## src/hdl/vca_pkg.sv

```systemverilog
`timescale 1ns / 1ps
`default_nettype none
// ----------------------------------------------------------------------------
// vca_pkg
// Shared types for the candle aggregator: queued command and queue status.
// ----------------------------------------------------------------------------
package vca_pkg;

  localparam int unsigned KEY_W   = 32;
  localparam int unsigned PRICE_W = 32;
  localparam int unsigned AMT_W   = 32;
  localparam int unsigned VSUM_W  = 64;
  localparam int unsigned ASUM_W  = 48;

  // Work handed from the front to the back
  typedef enum logic [1:0] {
    CMD_ACC        = 2'd0,  // add a trade to the open period
    CMD_OPEN       = 2'd1,  // open a period with this trade
    CMD_CLOSE      = 2'd2,  // close the open period (flush)
    CMD_CLOSE_OPEN = 2'd3   // close the open period, then open a new one
  } cmd_kind_t;

  typedef struct packed {
    cmd_kind_t           kind;
    logic [KEY_W-1:0]    key;
    logic [PRICE_W-1:0]  price;
    logic [AMT_W-1:0]    amount;
  } cmd_t;

  typedef struct packed {
    logic full;
    logic empty;
  } fifo_stat_t;

endpackage : vca_pkg
`default_nettype wire

```

## src/hdl/vwap_candle_aggregator.sv

```systemverilog
`timescale 1ns / 1ps
`default_nettype none
// ----------------------------------------------------------------------------
// vwap_candle_aggregator
// Builds volume-weighted candles from a stream of trade entries.
// ----------------------------------------------------------------------------
// Input channel (in_valid/in_ready): one entry per transfer. in_operation 0 is
// a trade (period key, Q16.16 price and amount), 1 flushes the open period.
// Output channel (out_valid/out_ready): one candle per transfer with key,
// high, low, open (previous close), close (VWAP) and a zero-volume flag.
// The front takes an entry in every cycle while the command queue has room
// (FIFO_DEPTH entries); a flush with no open period is dropped there.
// The back drains the queue one command at a time:
//   trade in the same period or opening a period: dispatch,
//     32x32 multiply, saturating add;
//   period close: dispatch, the one-bit-per-cycle divider, emit;
//     the divider is skipped when the period has zero volume, and the
//     multiply and add follow when the close also opens the next period.
// The first closed period only sets the open price and emits nothing.
// A stalled receiver holds the output register; the back then waits
// at the emit step, the queue fills and in_ready drops.
// Reset (rst_n low, synchronous) empties the queue and the output register,
// closes any open period and clears the sums and last close.
// ----------------------------------------------------------------------------
module vwap_candle_aggregator #(
  parameter int unsigned FIFO_DEPTH = 4
) (
  input  wire logic        clk,
  input  wire logic        rst_n,
  input  wire logic        in_valid,
  output logic             in_ready,
  input  wire logic        in_operation,
  input  wire logic [31:0] in_period_key,
  input  wire logic [31:0] in_price,
  input  wire logic [31:0] in_amount,
  output logic             out_valid,
  input  wire logic        out_ready,
  output logic [31:0]      out_candle_key,
  output logic [31:0]      out_candle_high,
  output logic [31:0]      out_candle_low,
  output logic [31:0]      out_candle_open,
  output logic [31:0]      out_candle_close,
  output logic             out_zero_volume
);
  import vca_pkg::*;

  fifo_stat_t q_stat;
  cmd_t       push_cmd, pop_cmd;
  logic       q_push, q_pop;

  // Classify entries and track the open period key
  vca_front u_front (
    .clk           (clk),
    .rst_n         (rst_n),
    .in_valid      (in_valid),
    .in_ready      (in_ready),
    .in_operation  (in_operation),
    .in_period_key (in_period_key),
    .in_price      (in_price),
    .in_amount     (in_amount),
    .q_stat        (q_stat),
    .q_push        (q_push),
    .q_cmd         (push_cmd)
  );

  // Decouple intake from the slow close path
  vca_fifo #(
    .DEPTH (FIFO_DEPTH)
  ) u_fifo (
    .clk      (clk),
    .rst_n    (rst_n),
    .push     (q_push),
    .push_cmd (push_cmd),
    .pop      (q_pop),
    .pop_cmd  (pop_cmd),
    .stat     (q_stat)
  );

  // Accumulate, divide and emit candles
  vca_back u_back (
    .clk              (clk),
    .rst_n            (rst_n),
    .q_stat           (q_stat),
    .q_cmd            (pop_cmd),
    .q_pop            (q_pop),
    .out_valid        (out_valid),
    .out_ready        (out_ready),
    .out_candle_key   (out_candle_key),
    .out_candle_high  (out_candle_high),
    .out_candle_low   (out_candle_low),
    .out_candle_open  (out_candle_open),
    .out_candle_close (out_candle_close),
    .out_zero_volume  (out_zero_volume)
  );

`ifndef SYNTHESIS
  // Never push into a full queue
  a_no_push_full: assert property (@(posedge clk) disable iff (!rst_n)
    q_push |-> !q_stat.full)
    else $error("push into full command queue");

  // Never pop from an empty queue
  a_no_pop_empty: assert property (@(posedge clk) disable iff (!rst_n)
    q_pop |-> !q_stat.empty)
    else $error("pop from empty command queue");

  // Reset leaves no candle pending
  a_reset_clears_out: assert property (@(posedge clk)
    !rst_n |=> !out_valid)
    else $error("candle pending after reset");
`endif

endmodule : vwap_candle_aggregator
`default_nettype wire

```

## src/hdl/vca_front.sv

```systemverilog
`timescale 1ns / 1ps
`default_nettype none
// ----------------------------------------------------------------------------
// vca_front
// Accepts entries, tracks the open period key and classifies each entry.
// ----------------------------------------------------------------------------
module vca_front (
  input  wire logic                     clk,
  input  wire logic                     rst_n,
  input  wire logic                     in_valid,
  output logic                          in_ready,
  input  wire logic                     in_operation,
  input  wire logic [31:0]              in_period_key,
  input  wire logic [31:0]              in_price,
  input  wire logic [31:0]              in_amount,
  input  vca_pkg::fifo_stat_t           q_stat,
  output logic                          q_push,
  output vca_pkg::cmd_t                 q_cmd
);
  import vca_pkg::*;

  logic             have_r, have_nxt;
  logic [KEY_W-1:0] key_r, key_nxt;
  logic             accept;
  cmd_kind_t        kind;
  logic             keep;

  assign in_ready = !q_stat.full;
  assign accept   = in_valid && in_ready;

  always_comb begin
    kind     = CMD_ACC;
    keep     = 1'b1;
    have_nxt = have_r;
    key_nxt  = key_r;
    if (in_operation) begin
      kind     = CMD_CLOSE;
      keep     = have_r;           // drop a flush with nothing open
      have_nxt = 1'b0;
    end else if (!have_r) begin
      kind     = CMD_OPEN;
      have_nxt = 1'b1;
      key_nxt  = in_period_key;
    end else if (in_period_key != key_r) begin
      kind     = CMD_CLOSE_OPEN;
      key_nxt  = in_period_key;
    end
  end

  assign q_push       = accept && keep;
  assign q_cmd.kind   = kind;
  assign q_cmd.key    = in_period_key;
  assign q_cmd.price  = in_price;
  assign q_cmd.amount = in_amount;

  always_ff @(posedge clk) begin
    if (!rst_n) begin
      have_r <= 1'b0;
      key_r  <= '0;
    end else if (accept) begin
      have_r <= have_nxt;
      key_r  <= key_nxt;
    end
  end

endmodule : vca_front
`default_nettype wire

```

## src/hdl/vca_fifo.sv

```systemverilog
`timescale 1ns / 1ps
`default_nettype none
// ----------------------------------------------------------------------------
// vca_fifo
// Short command queue between front and back.
// ----------------------------------------------------------------------------
module vca_fifo #(
  parameter int unsigned DEPTH = 4
) (
  input  wire logic           clk,
  input  wire logic           rst_n,
  input  wire logic           push,
  input  vca_pkg::cmd_t       push_cmd,
  input  wire logic           pop,
  output vca_pkg::cmd_t       pop_cmd,
  output vca_pkg::fifo_stat_t stat
);
  import vca_pkg::*;

  localparam int unsigned PTR_W = (DEPTH > 1) ? $clog2(DEPTH) : 1;
  localparam int unsigned CNT_W = $clog2(DEPTH + 1);

  cmd_t             mem_r [DEPTH];
  logic [PTR_W-1:0] wr_ptr_r, rd_ptr_r;
  logic [CNT_W-1:0] cnt_r;
  logic             do_push, do_pop;

  assign stat.full  = (cnt_r == CNT_W'(DEPTH));
  assign stat.empty = (cnt_r == '0);
  assign do_push    = push && !stat.full;
  assign do_pop     = pop && !stat.empty;
  assign pop_cmd    = mem_r[rd_ptr_r];

  always_ff @(posedge clk) begin
    if (do_push) begin
      mem_r[wr_ptr_r] <= push_cmd;
    end
  end

  always_ff @(posedge clk) begin
    if (!rst_n) begin
      wr_ptr_r <= '0;
      rd_ptr_r <= '0;
      cnt_r    <= '0;
    end else begin
      if (do_push) begin
        wr_ptr_r <= (wr_ptr_r == PTR_W'(DEPTH - 1)) ? '0 : wr_ptr_r + 1'b1;
      end
      if (do_pop) begin
        rd_ptr_r <= (rd_ptr_r == PTR_W'(DEPTH - 1)) ? '0 : rd_ptr_r + 1'b1;
      end
      if (do_push && !do_pop) begin
        cnt_r <= cnt_r + 1'b1;
      end else if (do_pop && !do_push) begin
        cnt_r <= cnt_r - 1'b1;
      end
    end
  end

endmodule : vca_fifo
`default_nettype wire

```

## src/hdl/vca_back.sv

```systemverilog
`timescale 1ns / 1ps
`default_nettype none
// ----------------------------------------------------------------------------
// vca_back
// Executes queued commands: accumulate, divide for VWAP, emit candles.
// ----------------------------------------------------------------------------
module vca_back (
  input  wire logic                clk,
  input  wire logic                rst_n,
  input  vca_pkg::fifo_stat_t      q_stat,
  input  vca_pkg::cmd_t            q_cmd,
  output logic                     q_pop,
  output logic                     out_valid,
  input  wire logic                out_ready,
  output logic [31:0]              out_candle_key,
  output logic [31:0]              out_candle_high,
  output logic [31:0]              out_candle_low,
  output logic [31:0]              out_candle_open,
  output logic [31:0]              out_candle_close,
  output logic                     out_zero_volume
);
  import vca_pkg::*;

  typedef enum logic [2:0] {
    ST_IDLE,
    ST_DIV,
    ST_EMIT,
    ST_MUL,
    ST_ADD
  } state_t;

  state_t              state_r;
  cmd_t                cmd_r;
  logic [KEY_W-1:0]    cur_key_r;
  logic [VSUM_W-1:0]   vsum_r, vsum_nxt;
  logic [ASUM_W-1:0]   asum_r, asum_nxt;
  logic [PRICE_W-1:0]  high_r, high_nxt, low_r, low_nxt;
  logic [31:0]         last_close_r;
  logic                first_r;
  logic [VSUM_W-1:0]   prod_r;
  logic [VSUM_W-1:0]   quo_r;
  logic [ASUM_W-1:0]   rem_r, rem_nxt;
  logic [5:0]          cnt_r;
  logic                zv_r;
  logic                out_valid_r;
  logic [31:0]         o_key_r, o_high_r, o_low_r, o_open_r, o_close_r;
  logic                o_zv_r;

  logic                opening;
  logic [VSUM_W-1:0]   vbase;
  logic [VSUM_W:0]     vadd;
  logic [ASUM_W-1:0]   abase;
  logic [ASUM_W:0]     aadd;
  logic [ASUM_W:0]     rem_sh;
  logic [ASUM_W+1:0]   diff;
  logic                ge;
  logic [31:0]         vwap;
  logic [VSUM_W-1:0]   prod_nxt;
  logic                is_close;
  logic                out_free;
  logic                emit;

  assign q_pop    = (state_r == ST_IDLE) && !q_stat.empty;
  assign is_close = (q_cmd.kind == CMD_CLOSE) || (q_cmd.kind == CMD_CLOSE_OPEN);
  assign out_free = !out_valid_r || out_ready;
  assign emit     = (state_r == ST_EMIT) && !first_r && out_free;

  // Product of the trade, registered before the sum
  assign prod_nxt = cmd_r.price * cmd_r.amount;

  // Saturating accumulation; an opening trade starts from empty sums
  assign opening  = (cmd_r.kind != CMD_ACC);
  assign vbase    = opening ? '0 : vsum_r;
  assign vadd     = {1'b0, vbase} + {1'b0, prod_r};
  assign vsum_nxt = vadd[VSUM_W] ? '1 : vadd[VSUM_W-1:0];
  assign abase    = opening ? '0 : asum_r;
  assign aadd     = {1'b0, abase} + (ASUM_W + 1)'(cmd_r.amount);
  assign asum_nxt = aadd[ASUM_W] ? '1 : aadd[ASUM_W-1:0];
  assign high_nxt = (opening || cmd_r.price > high_r) ? cmd_r.price : high_r;
  assign low_nxt  = (opening || cmd_r.price < low_r)  ? cmd_r.price : low_r;

  // One quotient bit per cycle, restoring division
  assign rem_sh  = {rem_r, quo_r[VSUM_W-1]};
  assign diff    = {1'b0, rem_sh} - {2'b00, asum_r};
  assign ge      = !diff[ASUM_W+1];
  assign rem_nxt = ge ? diff[ASUM_W-1:0] : rem_sh[ASUM_W-1:0];

  // Saturate the quotient to Q16.16
  assign vwap = (quo_r[VSUM_W-1:32] != '0) ? '1 : quo_r[31:0];

  always_ff @(posedge clk) begin
    if (!rst_n) begin
      state_r      <= ST_IDLE;
      first_r      <= 1'b1;
      out_valid_r  <= 1'b0;
      vsum_r       <= '0;
      asum_r       <= '0;
      high_r       <= '0;
      low_r        <= '0;
      last_close_r <= '0;
      cur_key_r    <= '0;
    end else begin
      if (emit) begin
        out_valid_r <= 1'b1;
      end else if (out_valid_r && out_ready) begin
        out_valid_r <= 1'b0;
      end
      case (state_r)
        ST_IDLE: begin
          if (!q_stat.empty) begin
            cmd_r <= q_cmd;
            if (is_close) begin
              rem_r <= '0;
              cnt_r <= '0;
              if (asum_r == '0) begin
                zv_r    <= 1'b1;
                quo_r   <= '0;
                state_r <= ST_EMIT;
              end else begin
                zv_r    <= 1'b0;
                quo_r   <= vsum_r;
                state_r <= ST_DIV;
              end
            end else begin
              state_r <= ST_MUL;
            end
          end
        end
        ST_DIV: begin
          rem_r <= rem_nxt;
          quo_r <= {quo_r[VSUM_W-2:0], ge};
          cnt_r <= cnt_r + 1'b1;
          if (cnt_r == '1) begin
            state_r <= ST_EMIT;
          end
        end
        ST_EMIT: begin
          if (first_r || out_free) begin
            if (!first_r) begin
              o_key_r     <= cur_key_r;
              o_high_r    <= high_r;
              o_low_r     <= low_r;
              o_open_r    <= last_close_r;
              o_close_r   <= vwap;
              o_zv_r      <= zv_r;
            end
            first_r      <= 1'b0;
            last_close_r <= vwap;
            state_r      <= (cmd_r.kind == CMD_CLOSE_OPEN) ? ST_MUL : ST_IDLE;
          end
        end
        ST_MUL: begin
          prod_r  <= prod_nxt;
          state_r <= ST_ADD;
        end
        ST_ADD: begin
          vsum_r  <= vsum_nxt;
          asum_r  <= asum_nxt;
          high_r  <= high_nxt;
          low_r   <= low_nxt;
          if (opening) begin
            cur_key_r <= cmd_r.key;
          end
          state_r <= ST_IDLE;
        end
        default: begin
          state_r <= ST_IDLE;
        end
      endcase
    end
  end

  assign out_valid        = out_valid_r;
  assign out_candle_key   = o_key_r;
  assign out_candle_high  = o_high_r;
  assign out_candle_low   = o_low_r;
  assign out_candle_open  = o_open_r;
  assign out_candle_close = o_close_r;
  assign out_zero_volume  = o_zv_r;

endmodule : vca_back
`default_nettype wire

```

## config.mk

```make
export PLATFORM = sky130hd
export DESIGN_NAME = vwap_candle_aggregator
export DESIGN_NICKNAME = d
export VERILOG_FILES = /design/src/hdl/vca_pkg.sv /design/src/hdl/vwap_candle_aggregator.sv /design/src/hdl/vca_front.sv /design/src/hdl/vca_fifo.sv /design/src/hdl/vca_back.sv
export SDC_FILE = /design/constraint.sdc
export NUM_CORES = 2
export LEC_CHECK = 0
export ABC_AREA = 1
export ABC_CLOCK_PERIOD_IN_PS = 26800
export BUFFER_PORTS_ARGS = -buffer_cell sky130_fd_sc_hd__buf_2
export CORE_MARGIN = 2
export CORE_UTILIZATION = 45
export CTS_CLUSTER_SIZE = 30
export DETAILED_ROUTE_END_ITERATION = 8
export HOLD_SLACK_MARGIN = 0.12
export PLACE_DENSITY = 0.6
export SKIP_CTS_REPAIR_TIMING = 1
export SLEW_MARGIN = 20
export SYNTH_ARGS = -nofsm -noshare
export SYNTH_HDL_FRONTEND = slang
export SYNTH_HIERARCHICAL = 1
export SYNTH_SLANG_ARGS = --single-unit
```

## constraint.sdc

```tcl
create_clock -name clk -period 26.8 [get_ports clk]
set_input_delay 2.68 -clock clk [delete_from_list [all_inputs] [get_ports clk]]
set_output_delay 2.68 -clock clk [all_outputs]
set_load 0.005 [all_outputs]
```

# --- Yosys cells after proc, flatten, opt, wreduce, memory -nomap -nowiden ---
# Memory sizes are Yosys's and may differ from the RTL's. A register that Yosys moved wholly into a read port is not among the register bits.
# Index checks and enable logic that the tools add are counted.
classes:
  addsub: 8
  multipliers: 1
  magnitude_cmp: 2
  eq_ne: 17
  n_mux: 41
  bitwise: 3
  n_reduce_logical: 41
op_table:
  columns: ["cell", "count"]
  rows:
  - ["64-bit 2-to-1 mux", 5]
  - ["48-bit 2-to-1 mux", 5]
  - ["64-bit case mux with 2 select lines", 1]
  - ["32-bit 2-to-1 mux", 3]
  - ["48-bit case mux with 2 select lines", 1]
  - ["64-bit by 64-bit adder with 65-bit output", 1]
  - ["32-bit by 32-bit multiplier with 64-bit output", 1]
  - ["49-bit by 48-bit subtractor with 50-bit output", 1]
  - ["48-bit by 32-bit adder with 49-bit output", 1]
  - ["48-bit logical NOT", 1]
  - ["32-bit > comparator", 1]
  - ["32-bit < comparator", 1]
  - ["32-bit != test", 1]
  - ["32-bit nonzero test", 1]
  - ["2-bit 2-to-1 mux", 10]
  - ["3-bit 2-to-1 mux", 5]
  - ["6-bit 2-to-1 mux", 2]
  - ["3-bit case mux with 4 select lines", 1]
  - ["6-bit case mux with 2 select lines", 1]
  - ["4-bit AND reduction", 3]
  - ["2-bit == test, second input constant", 5]
  - ["1-bit logical AND", 10]
  - ["2-bit AND reduction", 5]
  - ["3-bit AND reduction", 3]
  - ["16 further kinds", 44]
totals:
  regBits: 727
  ram_bits: 392
  input_bits: 101
  out_inout_bits: 163
  n_memories: 1
memory_table:
  columns: ["memory", "depth", "width", "read_ports", "rd_clocked_by_memory_dff", "write_ports", "line_no", "source"]
  rows:
  - ["u_fifo.mem_r", 4, 98, 1, 1, 1, "vca_fifo.sv:23", "cmd_t mem_r [DEPTH];"]

# --- Longest topological paths before layout ---
depth:
  depth_word: 9
  depth_mapped: 31

# --- Cells and area by module ---
# The synthesis kept the hierarchy.
modules_own_cells:
  columns: ["mod", "instances", "cells_per_inst", "area_each_um2", "seq_area_each_um2"]
  rows:
  - ["vca_back", 1, 9987, 74986.9, 18177.4]
  - ["vca_fifo", 1, 1020, 15010.6, 11951.5]
  - ["vca_front", 1, 417, 2816.5, 660.6]

# --- Least setup slack after synthesis ---
# No wires, ideal clock.
synth_timing:
  path_kind: "input port to flip-flop"
  start: "in rst_n"
  end: "reg u_back.cnt_r[0] (enable)"
  arrival_time_ns: 21.340
  slack_ns: 4.238
  cell_stages: 3
  path_buffers: 1
  cell_sequence: "clkinv_1 clkbuf_1 a2111oi_0"
synth_between:
  elab_chain_len: 1
synth_lines:
  columns: ["element", "line_no", "source"]
  rows:
  - ["from (decl)", "vwap_candle_aggregator.sv:29", "input wire logic rst_n,"]
  - ["4-bit AND reduction (no source line)", null, null]
  - ["to (signal assigned)", "vca_back.sv:132", "cnt_r <= cnt_r + 1'b1;"]
  - ["to (decl)", "vca_back.sv:43", "logic [5:0] cnt_r;"]
# Every way passes these cells.
# A chain may end at the register's enable or synchronous reset.

# --- Final worst setup path ---
layout_timing:
  start: "reg u_back/cmd_r[48] (netlist name)"
  end: "reg u_back.prod_r[46], data pin"
layout_between:
  elab_chain_len: 1
layout_lines:
  columns: ["element", "line_no", "source"]
  rows:
  - ["from (decl)", "vca_back.sv:33", "cmd_t cmd_r;"]
  - ["from (signal assigned)", "vca_back.sv:111", "cmd_r <= q_cmd;"]
  - ["32-bit by 32-bit multiplier with 64-bit output", "vca_back.sv:69", "assign prod_nxt = cmd_r.price * cmd_r.amount;"]
  - ["via u_back.prod_nxt[46]", "vca_back.sv:58", "logic [VSUM_W-1:0] prod_nxt;"]
  - ["to (signal assigned)", "vca_back.sv:153", "prod_r <= prod_nxt;"]
  - ["to (decl)", "vca_back.sv:40", "logic [VSUM_W-1:0] prod_r;"]
# The timed path passes the listed nets, and every way through them passes these cells.

==> impl_results.md <==
- Core Area: 204800 um^2
- Worst hold path type: reg -> reg
- Post-synthesis register bit count: 1121
- Worst Max-Slew Pin Slew: 1097 ps
- I/O pin cnt: 264
- Met2 Usage GRT: 45.15%
- Nets: 12847
- Max-capacitance violation count: 0
- Post-Synthesis Cells: 11424
- Vias: 73248
- Vias/cell: 5.170
- DRT Wirelength: 288.3 mm
- Clock root buffer: clkbuf_16
- Crit Path Category: reg -> reg
- Layout cell share with drive strength beyond 1: 5.831%
- Fill count: 19811
- Post-synth EDFFs: 834
- Final GP Congestion: 0.9764
- Die footprint: 209900 um^2
- Synth area leader: edfxtp_1
- Antenna Nets Post-Route: 0
- GR Util met1: 36.38%
- HPWL Detailed: 216.9 mm
- Slew HR: 26.86%
- CP top delay family: adder cells
- Clock slew at reported path FFs: 60 ps
- Syn_nets: 12902
- Critical-path cell list: buf_4 > nand2_1 > inv_1 > fa_1 > fa_1 > inv_1 > fa_1 > fa_1 > inv_1 > fa_1 > fa_1 > fa_1 > fa_1 > ha_1 > a21oi_1 > o21ai_0 > a21oi_1 > a21boi_0 > nand2_1 > nand2_1 > nand2_1 > nand2_1 > nand2_1
- Largest family of logic cells by synthesized area: adder cells
- Final setup viols: 0
- Final period utilization: 28.81%
- Ranking of synthesized cells by area: edfxtp_1 27%, fa_1 19%, nand2_1 12%
- Compound-Gate Fraction of Synth Area: 6.716%
- Max Root-Sink Buffers: 3
- PortBufs: 263
- Crit. End Element: flip-flop
- Worst clock skew: 101.5 ps
- Layer with the highest usage: met2
- Drt pass-1 iters: 6
- Mux contribution to synthesized area: 0%
- M3 GR Usage: 4.764%
- RSZ-0062 raised after global routing: no
- Residual DRC: 0
- Status: finished clean
- Required @ worst endpoint: 27250 ps
- Num rows: 166
- Post-Synth Adder-Cell Area: 25.84%
- Area grow syn2layout: 7.696%
- Max incr delay on CP: 610 ps
- Total gr overflow: 0
- Initial DRC Count: 5958
- CP bufs+invs: 4
- DR WL/cell: 20.35 um
- Chip height: 458.2 um
- Die width: 458.2 um
- Gr usage total: 27.44%
- Post-synthesis average cell area: 8.124 um^2
- Htree depth: 3
- Total CTS buffers: 119
- Yosys cell types: 54
- CP Max Fanout: 36
- Final hold viol count: 0
- Cell mode on critical path: fa_1
- Count leader, synth: nand2_1
- CTS tree: done
- Yosys warnings: 6
- Post-synth top flop: edfxtp_1
- First-pass GRT wire length: 441.9 mm
- Xor/xnor cell area share of the yosys netlist: 1.415%
- Clock latency on the worst-skew pair: 820 ps
- Final setup TNS: 0 ps
- Post-Synth Simple-Gate Area: 19.40%
- Min Tclk post-route: 7722 ps
- Synth top cells by count: 2845 x nand2_1, 2584 x inv_1, 1022 x nor2_1
- Post-synthesis async set-or-reset flop share: 0%
- Initial Util: 45.32%
- CP max stage cell: fa_1
- Vias in the first global route: 73896
- Initial antenna violation count: 28
- Largest net degree at the start of global routing: 118
- Sequential share of the synthesized area: 33.17%
- Slew Limit Fails: 0
- Max Clock Freq: 129.5 MHz
- Synthesized area: 92810 um^2
- Startpoint types: flip-flop
- CTS sink cnt: 1121
- Arr. time, crit path: 8170 ps
- Post-synth top area share: 26.98%
per-layer routing:
| layer | share of wire, % | vias to the layer above | wire length, um |
|---|---|---|---|
| li1 | - | 34593 | - |
| met1 | 42 | 35634 | 122200 |
| met2 | 46 | 2449 | 133900 |
| met3 | 7.1 | 530 | 20510 |
| met4 | 3.9 | 42 | 11330 |
| met5 | 0.089 | - | 256 |
cell usage in the layout (no fill, tap or decap), types with 34 or more instances in the layout:
cell type  synthesis  final
ha_1             477    477
a21oi_1          487    487
xor2_1            75     75
nand2_1         2845   2842
clkbuf_16          0    121
dfxtp_1          287    285
nand4_1           61     61
o21ai_0          404    404
fa_1             900    900
buf_4            106    104
inv_1           2584   2582
nor2_1          1022   1013
xnor2_1           75     75
o21ai_1           61     61
buf_2             33    262
nor3_1            36     34
nand3_1          359    359
edfxtp_1         834    834
o22ai_1           98     98
worst reg2reg max path, stage by stage, from the launching register on:
cell	delay (ps)
edfxtp_1	320
buf_4	520
nand2_1	140
inv_1	100
fa_1	440
fa_1	560
inv_1	70
fa_1	500
fa_1	520
inv_1	60
fa_1	610
fa_1	450
fa_1	540
fa_1	430
ha_1	370
a21oi_1	310
o21ai_0	240
a21oi_1	330
a21boi_0	220
nand2_1	180
nand2_1	230
nand2_1	80
nand2_1	60
nand2_1	120
flip-flops by register name (all words and copies together), names as in the netlist, 48 cells and up, named ones only:
register / flops
u_back/rem_r: 48
u_back/asum_r: 48
u_back/prod_r: 64
u_fifo/mem_r: 392
u_back/vsum_r: 64
u_back/cmd_r: 98
u_back/quo_r: 64
cell type report:
type                    count  area (um^2)  area share (%)
inverters                2600         9768           9.772
clock inverters            77         1031           1.031
repair buffers            368         2123           2.124
well taps                2688         3363           3.365
diodes                      7        17.52         0.01752
clock buffers             149         3213           3.214
flip-flops and latches   1121        30800           30.81
multi-input cells        7159        49640           49.67
per-stage QoR:
| step | util (%) | hold slack [ps] | instance area [um^2] | std cells | worst slack [ps] |
|---|---|---|---|---|---|
| 3_3_place_gp | 46.71 | 412.1 | 95670 | 13935 | 19280 |
| 2_1_floorplan | - | 400.3 | 92810 | 11424 | 4238 |
| 5_1_grt | 48.80 | 409.1 | 99940 | 14164 | 18790 |
| 4_1_cts | 48.79 | 401.2 | 99910 | 14161 | 19160 |
| 6_report | 48.81 | 396.8 | 99960 | 14169 | 19080 |
| 3_5_place_dp | 46.71 | 416.4 | 95670 | 13935 | 19200 |
final timing paths:
check | from | endpoint | slack [ps] | depth (start not counted)
hold / removal | u_back/last_close_r[14] | u_back/out_candle_open[14] | 400 | 0
setup reg to reg | u_back/cmd_r[48] | u_back/prod_r[46] | 19080 | 23
setup / recovery | u_back/cmd_r[48] | u_back/prod_r[46] | 19080 | 23
hold reg to reg | u_back/last_close_r[14] | u_back/out_candle_open[14] | 400 | 0
kinds of logic after synthesis:
kind of cell | Yosys count
xor+xnor | 150
fa+ha+maj | 1377
flops | 1121
compound gates | 1160
simple gates | 4472
buf+inv | 3144
Power is left out: the tool's default activity adds up to more than one toggle a clock period on the data nets, which glitch-free logic cannot reach.
